File: config.mk
export PLATFORM = sky130hd
export DESIGN_NAME = imu_rvc_frame_parser_yaw_rate_core
export DESIGN_NICKNAME = d
export VERILOG_FILES = /design/src/hdl/rvcyaw_pkg.sv /design/src/hdl/rvcyaw_dp.sv /design/src/hdl/rvcyaw_ctrl.sv /design/src/hdl/imu_rvc_frame_parser_yaw_rate_core.sv
export VERILOG_INCLUDE_DIRS = /design/src /design/src/hdl
export SDC_FILE = /design/constraint.sdc
export NUM_CORES = 1
export LEC_CHECK = 0
export BUFFER_PORTS_ARGS = -buffer_cell sky130_fd_sc_hd__clkbuf_2
export CORE_MARGIN = 1
export CORE_UTILIZATION = 40
export CTS_CLUSTER_DIAMETER = 200
export DETAILED_ROUTE_END_ITERATION = 8
export REMOVE_ABC_BUFFERS = 1
export SYNTH_ARGS = -nofsm -noshare
export SYNTH_HDL_FRONTEND = slang
export SYNTH_SLANG_ARGS = --single-unit
File: constraint.sdc
create_clock -name clk -period 9.07 [get_ports clk]
set_clock_uncertainty 0.1 [all_clocks]
set_input_delay 0.4535 -clock clk [delete_from_list [all_inputs] [get_ports clk]]
set_output_delay 0.4535 -clock clk [all_outputs]
set_load 0.03 [all_outputs]
File: src/hdl/imu_rvc_frame_parser_yaw_rate_core_assert.svh
// Assertion macros used by the frame parser controller.
`ifndef IMU_RVC_FRAME_PARSER_YAW_RATE_CORE_ASSERT_SVH
`define IMU_RVC_FRAME_PARSER_YAW_RATE_CORE_ASSERT_SVH
`ifndef SYNTHESIS
// Property checked on every clock edge outside reset.
`define RVCYAW_ASSERT(name, prop, msg) \
	name: assert property (@(posedge clk) disable iff (!arst_n) prop) else $error(msg);
// Property checked on every clock edge, reset included.
`define RVCYAW_ASSERT_ALWAYS(name, prop, msg) \
	name: assert property (@(posedge clk) prop) else $error(msg);
`else
`define RVCYAW_ASSERT(name, prop, msg)
`define RVCYAW_ASSERT_ALWAYS(name, prop, msg)
`endif
`endif

File: src/hdl/rvcyaw_pkg.sv
// Types and constants shared by the frame parser controller and datapath.
`default_nettype none
package rvcyaw_pkg;
	localparam logic [7:0] HDR_BYTE = 8'hAA;
	localparam int unsigned BODY_LEN = 16;
	localparam int unsigned POS_W = $clog2(BODY_LEN + 1);
	localparam int unsigned DIFF_W = 17;
	localparam int unsigned MAG_W = 25;
	localparam int unsigned RATE_W = 26;
	localparam int unsigned DIV_STEPS = MAG_W;
	localparam int unsigned CNT_W = $clog2(DIV_STEPS);
	localparam logic [10:0] RATE_SCALE = 11'd1144;
	localparam logic signed [DIFF_W-1:0] HALF_TURN = 17'sd18000;
	localparam logic signed [DIFF_W-1:0] FULL_TURN = 17'sd36000;

	typedef enum logic [2:0] {
		ST_HUNT,
		ST_HDR2,
		ST_BODY,
		ST_WRAP,
		ST_MUL,
		ST_DIV,
		ST_SIGN,
		ST_LOAD
	} ctrl_state_t;

	typedef struct packed {
		logic shift_byte;
		logic clear_sum;
		logic capture;
		logic wrap_step;
		logic mul;
		logic div_step;
		logic sign;
		logic load;
	} dp_cmd_t;

	typedef struct packed {
		logic hdr_match;
		logic chk_ok;
		logic prev_valid;
		logic wrap_done;
	} dp_sts_t;
endpackage
`default_nettype wire

File: src/hdl/rvcyaw_dp.sv
// Datapath: frame byte store, checksum, yaw difference, multiplier and serial divider.
`default_nettype none
module rvcyaw_dp
	import rvcyaw_pkg::*;
(
	input  wire logic                     clk,
	input  wire logic                     arst_n,
	input  wire logic [7:0]               rx_byte,
	input  wire dp_cmd_t                  cmd,
	output dp_sts_t                       sts,
	output logic [7:0]                    sample_index,
	output logic signed [15:0]            yaw_centideg,
	output logic signed [15:0]            pitch_centideg,
	output logic signed [15:0]            roll_centideg,
	output logic signed [15:0]            accel_x_milli_g,
	output logic signed [15:0]            accel_y_milli_g,
	output logic signed [15:0]            accel_z_milli_g,
	output logic signed [RATE_W-1:0]      yaw_rate_q16,
	output logic                          rate_valid
);
	logic [7:0]               body_q [BODY_LEN];
	logic [7:0]               sum_q;
	logic                     prev_valid_q;
	logic [7:0]               prev_idx_q;
	logic [15:0]              prev_yaw_q;
	logic signed [DIFF_W-1:0] diff_q;
	logic [7:0]               step_q;
	logic                     neg_q;
	logic [MAG_W-1:0]         quo_q;
	logic [7:0]               rem_q;
	logic signed [RATE_W-1:0] rate_q;
	logic                     rate_valid_q;

	logic [7:0]               idx_now;
	logic [15:0]              yaw_now;
	logic [7:0]               step_raw;
	logic [DIFF_W-1:0]        diff_abs;
	logic [9:0]               trial;

	assign idx_now  = body_q[0];
	assign yaw_now  = {body_q[2], body_q[1]};
	assign step_raw = idx_now - prev_idx_q;
	assign diff_abs = diff_q[DIFF_W-1] ? DIFF_W'(-diff_q) : DIFF_W'(diff_q);
	assign trial    = {1'b0, rem_q, quo_q[MAG_W-1]} - {2'b00, step_q};

	assign sts.hdr_match  = (rx_byte == HDR_BYTE);
	assign sts.chk_ok     = (rx_byte == sum_q);
	assign sts.prev_valid = prev_valid_q;
	assign sts.wrap_done  = (diff_q <= HALF_TURN) && (diff_q >= -HALF_TURN);

	always_ff @(posedge clk or negedge arst_n) begin
		if (!arst_n) begin
			prev_valid_q <= 1'b0;
			prev_idx_q   <= '0;
			prev_yaw_q   <= '0;
		end else if (cmd.capture) begin
			prev_valid_q <= 1'b1;
			prev_idx_q   <= idx_now;
			prev_yaw_q   <= yaw_now;
		end
	end

	always_ff @(posedge clk) begin
		if (cmd.shift_byte) begin
			for (int i = 0; i < BODY_LEN - 1; i++) begin
				body_q[i] <= body_q[i+1];
			end
			body_q[BODY_LEN-1] <= rx_byte;
		end
		if (cmd.clear_sum) begin
			sum_q <= '0;
		end else if (cmd.shift_byte) begin
			sum_q <= sum_q + rx_byte;
		end
		if (cmd.capture) begin
			diff_q       <= DIFF_W'($signed(yaw_now)) - DIFF_W'($signed(prev_yaw_q));
			step_q       <= (step_raw == 8'd0) ? 8'd1 : step_raw;
			rate_valid_q <= prev_valid_q;
			rate_q       <= '0;
		end else if (cmd.wrap_step) begin
			if (diff_q > HALF_TURN) begin
				diff_q <= diff_q - FULL_TURN;
			end else begin
				diff_q <= diff_q + FULL_TURN;
			end
		end
		if (cmd.mul) begin
			neg_q <= diff_q[DIFF_W-1];
			quo_q <= MAG_W'(diff_abs[14:0]) * MAG_W'(RATE_SCALE);
			rem_q <= '0;
		end else if (cmd.div_step) begin
			if (!trial[9]) begin
				rem_q <= trial[7:0];
				quo_q <= {quo_q[MAG_W-2:0], 1'b1};
			end else begin
				rem_q <= {rem_q[6:0], quo_q[MAG_W-1]};
				quo_q <= {quo_q[MAG_W-2:0], 1'b0};
			end
		end
		if (cmd.sign) begin
			rate_q <= neg_q ? -$signed({1'b0, quo_q}) : $signed({1'b0, quo_q});
		end
		if (cmd.load) begin
			sample_index    <= idx_now;
			yaw_centideg    <= $signed(yaw_now);
			pitch_centideg  <= $signed({body_q[4], body_q[3]});
			roll_centideg   <= $signed({body_q[6], body_q[5]});
			accel_x_milli_g <= $signed({body_q[8], body_q[7]});
			accel_y_milli_g <= $signed({body_q[10], body_q[9]});
			accel_z_milli_g <= $signed({body_q[12], body_q[11]});
			yaw_rate_q16    <= rate_q;
			rate_valid      <= rate_valid_q;
		end
	end
endmodule
`default_nettype wire

File: src/hdl/rvcyaw_ctrl.sv
// Controller: frame parsing state machine and sequencing of the rate computation.
`default_nettype none
`include "imu_rvc_frame_parser_yaw_rate_core_assert.svh"
module rvcyaw_ctrl
	import rvcyaw_pkg::*;
(
	input  wire logic    clk,
	input  wire logic    arst_n,
	input  wire logic    in_valid,
	output logic         in_stall,
	output logic         out_valid,
	input  wire logic    out_stall,
	input  wire dp_sts_t sts,
	output dp_cmd_t      cmd
);
	ctrl_state_t      state_q, state_d;
	logic [POS_W-1:0] pos_q, pos_d;
	logic [CNT_W-1:0] cnt_q, cnt_d;
	logic             out_valid_q, out_valid_d;

	assign out_valid = out_valid_q;

	always_ff @(posedge clk or negedge arst_n) begin
		if (!arst_n) begin
			state_q     <= ST_HUNT;
			pos_q       <= '0;
			cnt_q       <= '0;
			out_valid_q <= 1'b0;
		end else begin
			state_q     <= state_d;
			pos_q       <= pos_d;
			cnt_q       <= cnt_d;
			out_valid_q <= out_valid_d;
		end
	end

	// In the states that take bytes the input never stalls, so in_valid alone
	// marks a taken byte there.
	always_comb begin
		state_d  = state_q;
		pos_d    = pos_q;
		cnt_d    = cnt_q;
		cmd      = '0;
		in_stall = 1'b1;
		unique case (state_q)
			ST_HUNT: begin
				in_stall = 1'b0;
				if (in_valid) begin
					state_d = sts.hdr_match ? ST_HDR2 : ST_HUNT;
				end
			end
			ST_HDR2: begin
				in_stall = 1'b0;
				if (in_valid) begin
					if (sts.hdr_match) begin
						cmd.clear_sum = 1'b1;
						pos_d         = '0;
						state_d       = ST_BODY;
					end else begin
						state_d = ST_HUNT;
					end
				end
			end
			ST_BODY: begin
				in_stall = 1'b0;
				if (in_valid) begin
					if (pos_q < POS_W'(BODY_LEN)) begin
						cmd.shift_byte = 1'b1;
						pos_d          = pos_q + 1'b1;
					end else begin
						pos_d = '0;
						if (sts.chk_ok) begin
							cmd.capture = 1'b1;
							state_d     = sts.prev_valid ? ST_WRAP : ST_LOAD;
						end else begin
							state_d = ST_HUNT;
						end
					end
				end
			end
			ST_WRAP: begin
				if (sts.wrap_done) begin
					state_d = ST_MUL;
				end else begin
					cmd.wrap_step = 1'b1;
				end
			end
			ST_MUL: begin
				cmd.mul = 1'b1;
				cnt_d   = '0;
				state_d = ST_DIV;
			end
			ST_DIV: begin
				cmd.div_step = 1'b1;
				cnt_d        = cnt_q + 1'b1;
				if (cnt_q == CNT_W'(DIV_STEPS - 1)) begin
					state_d = ST_SIGN;
				end
			end
			ST_SIGN: begin
				cmd.sign = 1'b1;
				state_d  = ST_LOAD;
			end
			ST_LOAD: begin
				if (!out_valid_q || !out_stall) begin
					cmd.load = 1'b1;
					state_d  = ST_HUNT;
				end
			end
			default: begin
				state_d = ST_HUNT;
			end
		endcase
	end

	always_comb begin
		if (cmd.load) begin
			out_valid_d = 1'b1;
		end else if (out_valid_q && !out_stall) begin
			out_valid_d = 1'b0;
		end else begin
			out_valid_d = out_valid_q;
		end
	end

	`RVCYAW_ASSERT(a_pos_range, pos_q <= POS_W'(BODY_LEN), "body position past frame end")
	`RVCYAW_ASSERT(a_cnt_range, (state_q == ST_DIV) |-> (cnt_q < CNT_W'(DIV_STEPS)), "divider count overrun")
	`RVCYAW_ASSERT(a_load_free, cmd.load |-> (!out_valid_q || !out_stall), "result overwritten while stalled")
	`RVCYAW_ASSERT(a_load_shows, cmd.load |=> out_valid_q, "loaded result not presented")
	`RVCYAW_ASSERT(a_busy_stalls, (state_q == ST_DIV || state_q == ST_WRAP) |-> in_stall, "byte taken during computation")
endmodule
`default_nettype wire

File: src/hdl/imu_rvc_frame_parser_yaw_rate_core.sv
// Top level of the serial orientation frame parser with yaw rate output.
//
// The input channel carries one received UART byte per request (rx_byte), moved when
// in_valid is high and in_stall is low. The parser hunts for the header 0xAA 0xAA,
// collects sixteen body bytes and a checksum byte, and drops frames whose 8-bit sum
// does not match. A good frame produces one request on the output channel carrying
// the sample index, yaw, pitch, roll, the three accelerations and the yaw rate.
//
// Bytes are taken at one per cycle while parsing. After a good checksum byte the input
// stalls while the rate is worked out in the states for angle wrapping, the multiply,
// a bit-serial restoring divider, the sign and the load, in that order; the divider
// takes longest. The first frame after reset has no rate to compute, so its checksum
// byte leads straight to the load state.
// The result waits in an output register; the parser keeps taking bytes while the
// receiver stalls, and only holds the next finished frame until that register frees.
// Reset returns the parser to header hunting and forgets the previous frame, so the
// first frame afterwards reports rate_valid low and a zero rate.
`default_nettype none
module imu_rvc_frame_parser_yaw_rate_core
	import rvcyaw_pkg::*;
(
	input  wire logic                clk,
	input  wire logic                arst_n,
	input  wire logic                in_valid,
	output logic                     in_stall,
	input  wire logic [7:0]          rx_byte,
	output logic                     out_valid,
	input  wire logic                out_stall,
	output logic [7:0]               sample_index,
	output logic signed [15:0]       yaw_centideg,
	output logic signed [15:0]       pitch_centideg,
	output logic signed [15:0]       roll_centideg,
	output logic signed [15:0]       accel_x_milli_g,
	output logic signed [15:0]       accel_y_milli_g,
	output logic signed [15:0]       accel_z_milli_g,
	output logic signed [RATE_W-1:0] yaw_rate_q16,
	output logic                     rate_valid
);
	// Commands flow from the controller to the datapath, status flows back.
	dp_cmd_t cmd;
	dp_sts_t sts;

	rvcyaw_ctrl u_ctrl (
		.clk       (clk),
		.arst_n    (arst_n),
		.in_valid  (in_valid),
		.in_stall  (in_stall),
		.out_valid (out_valid),
		.out_stall (out_stall),
		.sts       (sts),
		.cmd       (cmd)
	);

	// The datapath holds the frame bytes, the previous frame's index and yaw,
	// and the output payload register.
	rvcyaw_dp u_dp (
		.clk             (clk),
		.arst_n          (arst_n),
		.rx_byte         (rx_byte),
		.cmd             (cmd),
		.sts             (sts),
		.sample_index    (sample_index),
		.yaw_centideg    (yaw_centideg),
		.pitch_centideg  (pitch_centideg),
		.roll_centideg   (roll_centideg),
		.accel_x_milli_g (accel_x_milli_g),
		.accel_y_milli_g (accel_y_milli_g),
		.accel_z_milli_g (accel_z_milli_g),
		.yaw_rate_q16    (yaw_rate_q16),
		.rate_valid      (rate_valid)
	);
endmodule
`default_nettype wire

After elaboration in Yosys (flattened, before gate mapping)
Memories as Yosys holds them, arrays and structs flattened. Index checks and enable logic that the tools add are counted.

Register bits after elaboration: 264. Bits in latches: 0. Memory bits (writable): 128. Bits in read-only memories: 0. Output and inout bits: 133. Word-level logic and storage cells: 126. Memories kept: 1.

$add $sub $neg: 10. Multipliers: 1. Divide/modulo/power cells: 0. Order comparisons: 4. Equality and inequality tests: 18. Shift-type cells: 0. Mux-type cells: 51. Bitwise gates (word level): 0. Reduce and logical (&&, ||, !) cells: 16.

Memory list: u_dp.body_q (depth 16, width 8, rd ports 16, clocked after Yosys merged registers in 0, wr ports 16, RTL line rvcyaw_dp.sv:21) `logic [7:0] body_q [BODY_LEN];`.

Operators by type and width (number): $mux W26 (3); $mux W17 (3); $mux W25 (2); $mux W3 (9); $neg A25 Y26 (1); $mux W1 (24); $pmux W3 S8 (1); $mul A15 B8 Y22 const B (1); $mux W5 (4); $pmux W5 S2 (2); $add A17 B17 Y17 const B (1); $ge A17 B16 Y1 const B (1); $gt A17 B16 Y1 const B (1); $le A17 B16 Y1 const B (1); $sub A16 B16 Y17 (1); $sub A17 B17 Y17 const B (1); $mux W15 (1); $neg A15 Y15 (1); $eq A3 B3 Y1 const B (4); $reduce_bool A2 Y1 (6); $add A5 B1 Y5 const B (2); $ne A2 B2 Y1 const B (5); $sub A9 B8 Y10 (1); $add A8 B8 Y8 (1); other kinds (18) (23).

Depth between registers and ports, before layout
Depth after elaboration: 7. Gate-level depth with buffers: 22. Depth with buffers taken out: 22.

By module
A second synthesis with hierarchy kept.

Cell total of the unflattened synthesis: 1425. Area total of the unflattened synthesis: 18610.3 µm².

Modules (own cells, without submodules): rvcyaw_dp (instances 1, cells each 1328, area an instance 17715.7 µm², seq. area each 11035.6 µm²); rvcyaw_ctrl (instances 1, cells each 97, area an instance 894.6 µm², seq. area each 350.3 µm²).

Worst setup path before layout
No wires, ideal clock.

Path kind: register to register. From: register u_ctrl.state_q[0]. To: register u_dp.accel_x_milli_g[0], read port of u_dp.body_q (enable). Setup time: 664 ps. Data arrival time: 7705 ps. Required time: 8306 ps. Slack: 601 ps. Cell stages (with the launch flop): 6. Buffers on the path: 3. Period minus slack after synthesis: 8469 ps. Cells stage by stage: dfrtp_1 -> clkbuf_1 -> clkbuf_1 -> buf_1 -> nand3_1 -> a21oi_1.

RTL lines: from (decl) (RTL line rvcyaw_ctrl.sv:16) `ctrl_state_t state_q, state_d;`; from (signal assigned) (RTL line rvcyaw_ctrl.sv:30) `state_q <= state_d;`; to (decl) (RTL line rvcyaw_dp.sv:15) `output logic signed [15:0] accel_x_milli_g,`.

Worst setup path after layout
From: register u_dp.diff_q[0]. To: register u_dp.quo_q[20], data pin.

Word-level cells in the longest chain between the ends: 4.

Ends and longest elaborated chain: from (decl) (RTL line rvcyaw_dp.sv:26) `logic signed [DIFF_W-1:0] diff_q;`; from (signal assigned) (RTL line rvcyaw_dp.sv:76) `diff_q <= DIFF_W'($signed(yaw_now)) - DIFF_W'($signed(prev_yaw_q));`; from (signal assigned) (RTL line rvcyaw_dp.sv:82) `diff_q <= diff_q - FULL_TURN;`; from (signal assigned) (RTL line rvcyaw_dp.sv:84) `diff_q <= diff_q + FULL_TURN;`; $neg A15 Y15 (RTL line rvcyaw_dp.sv:43) `assign diff_abs = diff_q[DIFF_W-1] ? DIFF_W'(-diff_q) : DIFF_W'(diff_q);`; $mux W15 (*) (RTL line rvcyaw_dp.sv:43); $mul A15 B8 Y22 (*) (RTL line rvcyaw_dp.sv:89) `quo_q <= MAG_W'(diff_abs[14:0]) * MAG_W'(RATE_SCALE);`; $mux W25 (*) (RTL line rvcyaw_dp.sv:87) `if (cmd.mul) begin`; to (signal assigned) (RTL line rvcyaw_dp.sv:89); to (signal assigned) (RTL line rvcyaw_dp.sv:94) `quo_q <= {quo_q[MAG_W-2:0], 1'b1};`; to (signal assigned) (RTL line rvcyaw_dp.sv:97) `quo_q <= {quo_q[MAG_W-2:0], 1'b0};`; to (decl) (RTL line rvcyaw_dp.sv:29) `logic [MAG_W-1:0] quo_q;`.

Mark *: on every way between the ends. The rest lies on a longest branch, timed or not. A chain may end at the register's enable or synchronous reset.

==> impl_metrics.json <==
{
  "antenna_cells": 0,
  "synthCells": 1409,
  "endpoint_kind": "register",
  "final_common_cell": "edfxtp_1",
  "r2r_cells": 20,
  "cts_inserted_buffers": 42,
  "hp-class": "input port to register",
  "syn_area_um2": 18300,
  "cts-root-buf": "clkbuf_16",
  "drv_slew": 0,
  "yosysSeqAreaShare": 0.621,
  "n_fill_cell": 4028,
  "row_count": 78,
  "hold_viol": 0,
  "layout-drive-gt1-share": 0.149,
  "r2r_start": "u_dp.diff_q[0]",
  "wl_per_cell_um": 16.0,
  "cts.sinks": 392,
  "async_flop_share": 0.0995,
  "synth-xor-area-share": 0.0416,
  "min_path_cells": 1,
  "cp_max_fo": 7,
  "period_minus_slack_ps": 6290,
  "met2_length_um": 17100,
  "htreeDepth": 2,
  "cts_tree": "yes",
  "grt_max_degree": 73,
  "finalCritPeriodShare": 0.693,
  "insertion_delay_ps": 590,
  "crit_required_ps": 9310,
  "synth-edff-count": 334,
  "ys_types": 65,
  "core-area_um2": 45300,
  "wl_met3_um": 1930,
  "ys_seq_elements": 392,
  "cp.arrival_ps": 6520,
  "die-area_um2": 46700,
  "rsz0062_at_grt": "no",
  "area_growth_syn_to_layout_pct": 15.9,
  "ys_warn_count": 0,
  "gr-total-overflow": 0,
  "synth_mux_area_frac": 0.00928,
  "tightest_slew_ps": 1120,
  "cap_violations": 0,
  "slew_headroom": 0.249,
  "clockBufferDepth": 3,
  "fmax_mhz": 159,
  "dr.pass1.iters": 4,
  "min_from": "rx_byte[7]",
  "synth_ff_type": "edfxtp_1",
  "die_width_um": 216,
  "post-cts-setup-buffers": 0,
  "hold_buffers": 8,
  "synth-compound-area-share": 0.0891,
  "place.gp.congestion": 0.788,
  "nNetsFinal": 1740,
  "setup_tns_ps": 0,
  "ant_nets": 0,
  "grt_pass1_vias": 10800,
  "worstSetupPathType": "register to register",
  "port-buffer-count": 144,
  "r2r-end": "u_dp.quo_q[20]",
  "synthAdderAreaFrac": 0.115,
  "floorplan.initialDensity": 0.405,
  "vias_per_cell": 4.99,
  "num_vias": 11100,
  "setup_viol": 0,
  "status": "finished, final reports clean",
  "ios": 145,
  "grt_antenna_before_repair": 1,
  "drc_errors": 0,
  "grt_usage": 0.153,
  "syn_area_per_cell_um2": 13.0,
  "routedLengthMet1_um": 15800,
  "highest_layer": "met4",
  "wirelength_um": 35500,
  "grt_pass1_wl_um": 57000,
  "yosys.area_share.simple": 0.0889,
  "min_to": "u_dp.body_q[7][15]",
  "timing.reg2reg.setup_slack_ps": 2780,
  "start_kind": "register",
  "die_h_um": 216,
  "drt_iter0_drc": 669,
  "synth_top_family_by_area": "adder cells",
  "cts_resized": 0,
  "dp_hpwl_um": 24500,
  "layout_common_cells": "edfxtp_1 (334), clkbuf_2 (144), inv_1 (138)",
  "clk_pin_slew_ps": 60
}
-- routing by layer --
layer,vias up,global-route usage
met3,51,0.0382
met4,0,0.0415
met1,5415,0.201
met5,-,0
li1,5404,-
met2,193,0.252
-- per-stage QoR --
stage | instances | cell area [µm²] | hold slack [ps] | util | worst slack, ps
floorplan | 1376 | 18200 | 57.9 | - | 745
global placement | 2130 | 19800 | 302 | 0.437 | 3010
detailed placement | 2130 | 19800 | 305 | 0.437 | 2840
CTS | 2215 | 21300 | 55.4 | 0.469 | 2830
global route | 2215 | 21300 | 60.6 | 0.469 | 2440
finish | 2215 | 21300 | 95.0 | 0.469 | 2780
-- synth_stat cells, types with 3 or more instances --
cell,instances,area [µm²]
nor3_1,20,100
and2_1,7,43.8
o31ai_1,18,135
or3_1,12,75.1
ha_1,109,1360
nand3b_1,5,37.5
and4_1,3,26.3
inv_1,139,522
xnor2_1,44,385
mux2i_1,17,170
o211ai_1,8,60.1
nor2_1,98,368
xor2_1,43,377
and3_1,3,18.8
o22ai_1,3,18.8
a31oi_1,6,37.5
buf_1,3,11.3
or4_4,3,33.8
a22o_1,9,78.8
or2_2,3,18.8
a21boi_0,3,22.5
a21o_1,13,97.6
nand3_1,22,110
dfrtp_1,39,976
nor3b_1,3,22.5
a32o_1,3,30.0
dfxtp_1,19,380
o21bai_1,3,22.5
nor2b_1,20,125
o21ai_0,83,415
o41ai_1,6,52.6
nand2b_1,14,87.6
edfxtp_1,334,10000
o41ai_2,3,48.8
a21oi_1,64,320
nand2_1,102,383
nand4_1,4,25.0
fa_1,37,741
or4_1,6,45.0
o21a_1,14,105
clkbuf_1,30,113
-- critical path, stage by stage, from the launching register on --
cell	delay, ps
edfxtp_1	500
inv_1	110
ha_1	170
or3b_2	510
or2_2	340
o41ai_1	470
xnor2_1	270
ha_1	380
xnor2_1	160
fa_1	490
inv_1	50
fa_1	520
inv_1	40
ha_1	350
a21oi_1	280
o21ai_0	170
or3_1	320
o22ai_1	310
o21a_1	210
xnor2_1	70
a22o_1	180
-- state kept, by name, summed over array words and instances (netlist names), 3 cells and up --
register,count
u_dp.accel_x_milli_g,16
u_dp.prev_idx_q,8
u_dp.yaw_rate_q16,26
u_dp.quo_q,25
u_ctrl.state_q,3
u_dp.prev_yaw_q,16
u_ctrl.pos_q,5
u_dp.rate_q,26
u_dp.accel_z_milli_g,16
u_dp.pitch_centideg,16
u_dp.sum_q,8
u_dp.accel_y_milli_g,16
u_dp.rem_q,8
u_dp.step_q,8
u_dp.diff_q,17
u_dp.body_q,128
u_dp.yaw_centideg,16
u_ctrl.cnt_q,5
u_dp.roll_centideg,16
u_dp.sample_index,8
-- cells by family (layout without fill, tap and decap cells) --
logic type / count (synthesis) / in the layout
xor gates and xnor gates: 87 / 87
adders and majority gates: 146 / 146
buffers and inverters: 173 / 379
muxes: 17 / 17
DFF: 392 / 392
and+or+nand+nor: 336 / 336
AOI/OAI and AO/OA: 258 / 258
-- worst max path at each step --
stage,end,start,depth (start not counted)
2_1_floorplan,u_dp.accel_x_milli_g[0],u_ctrl.state_q[0],2
3_3_place_gp,u_dp.quo_q[20],u_dp.diff_q[0],18
3_5_place_dp,u_dp.quo_q[20],u_dp.diff_q[0],20
4_1_cts,u_dp.quo_q[20],u_dp.diff_q[0],20
5_1_grt,u_dp.quo_q[20],u_dp.diff_q[0],20
6_report,u_dp.quo_q[20],u_dp.diff_q[0],20
-- area by class of cell --
class | count | area [µm²] | area share
flip-flops and latches | 392 | 11400 | 0.536
multi-input cells | 844 | 6310 | 0.297
clock buffers | 53 | 1110 | 0.0523
repair buffers | 162 | 876 | 0.0412
well taps | 600 | 751 | 0.0353
inverters | 140 | 531 | 0.0250
clock inverters | 24 | 287 | 0.0135
Power is left out: the tool's default activity adds up to more than one toggle a clock period on the data nets, which glitch-free logic cannot reach.
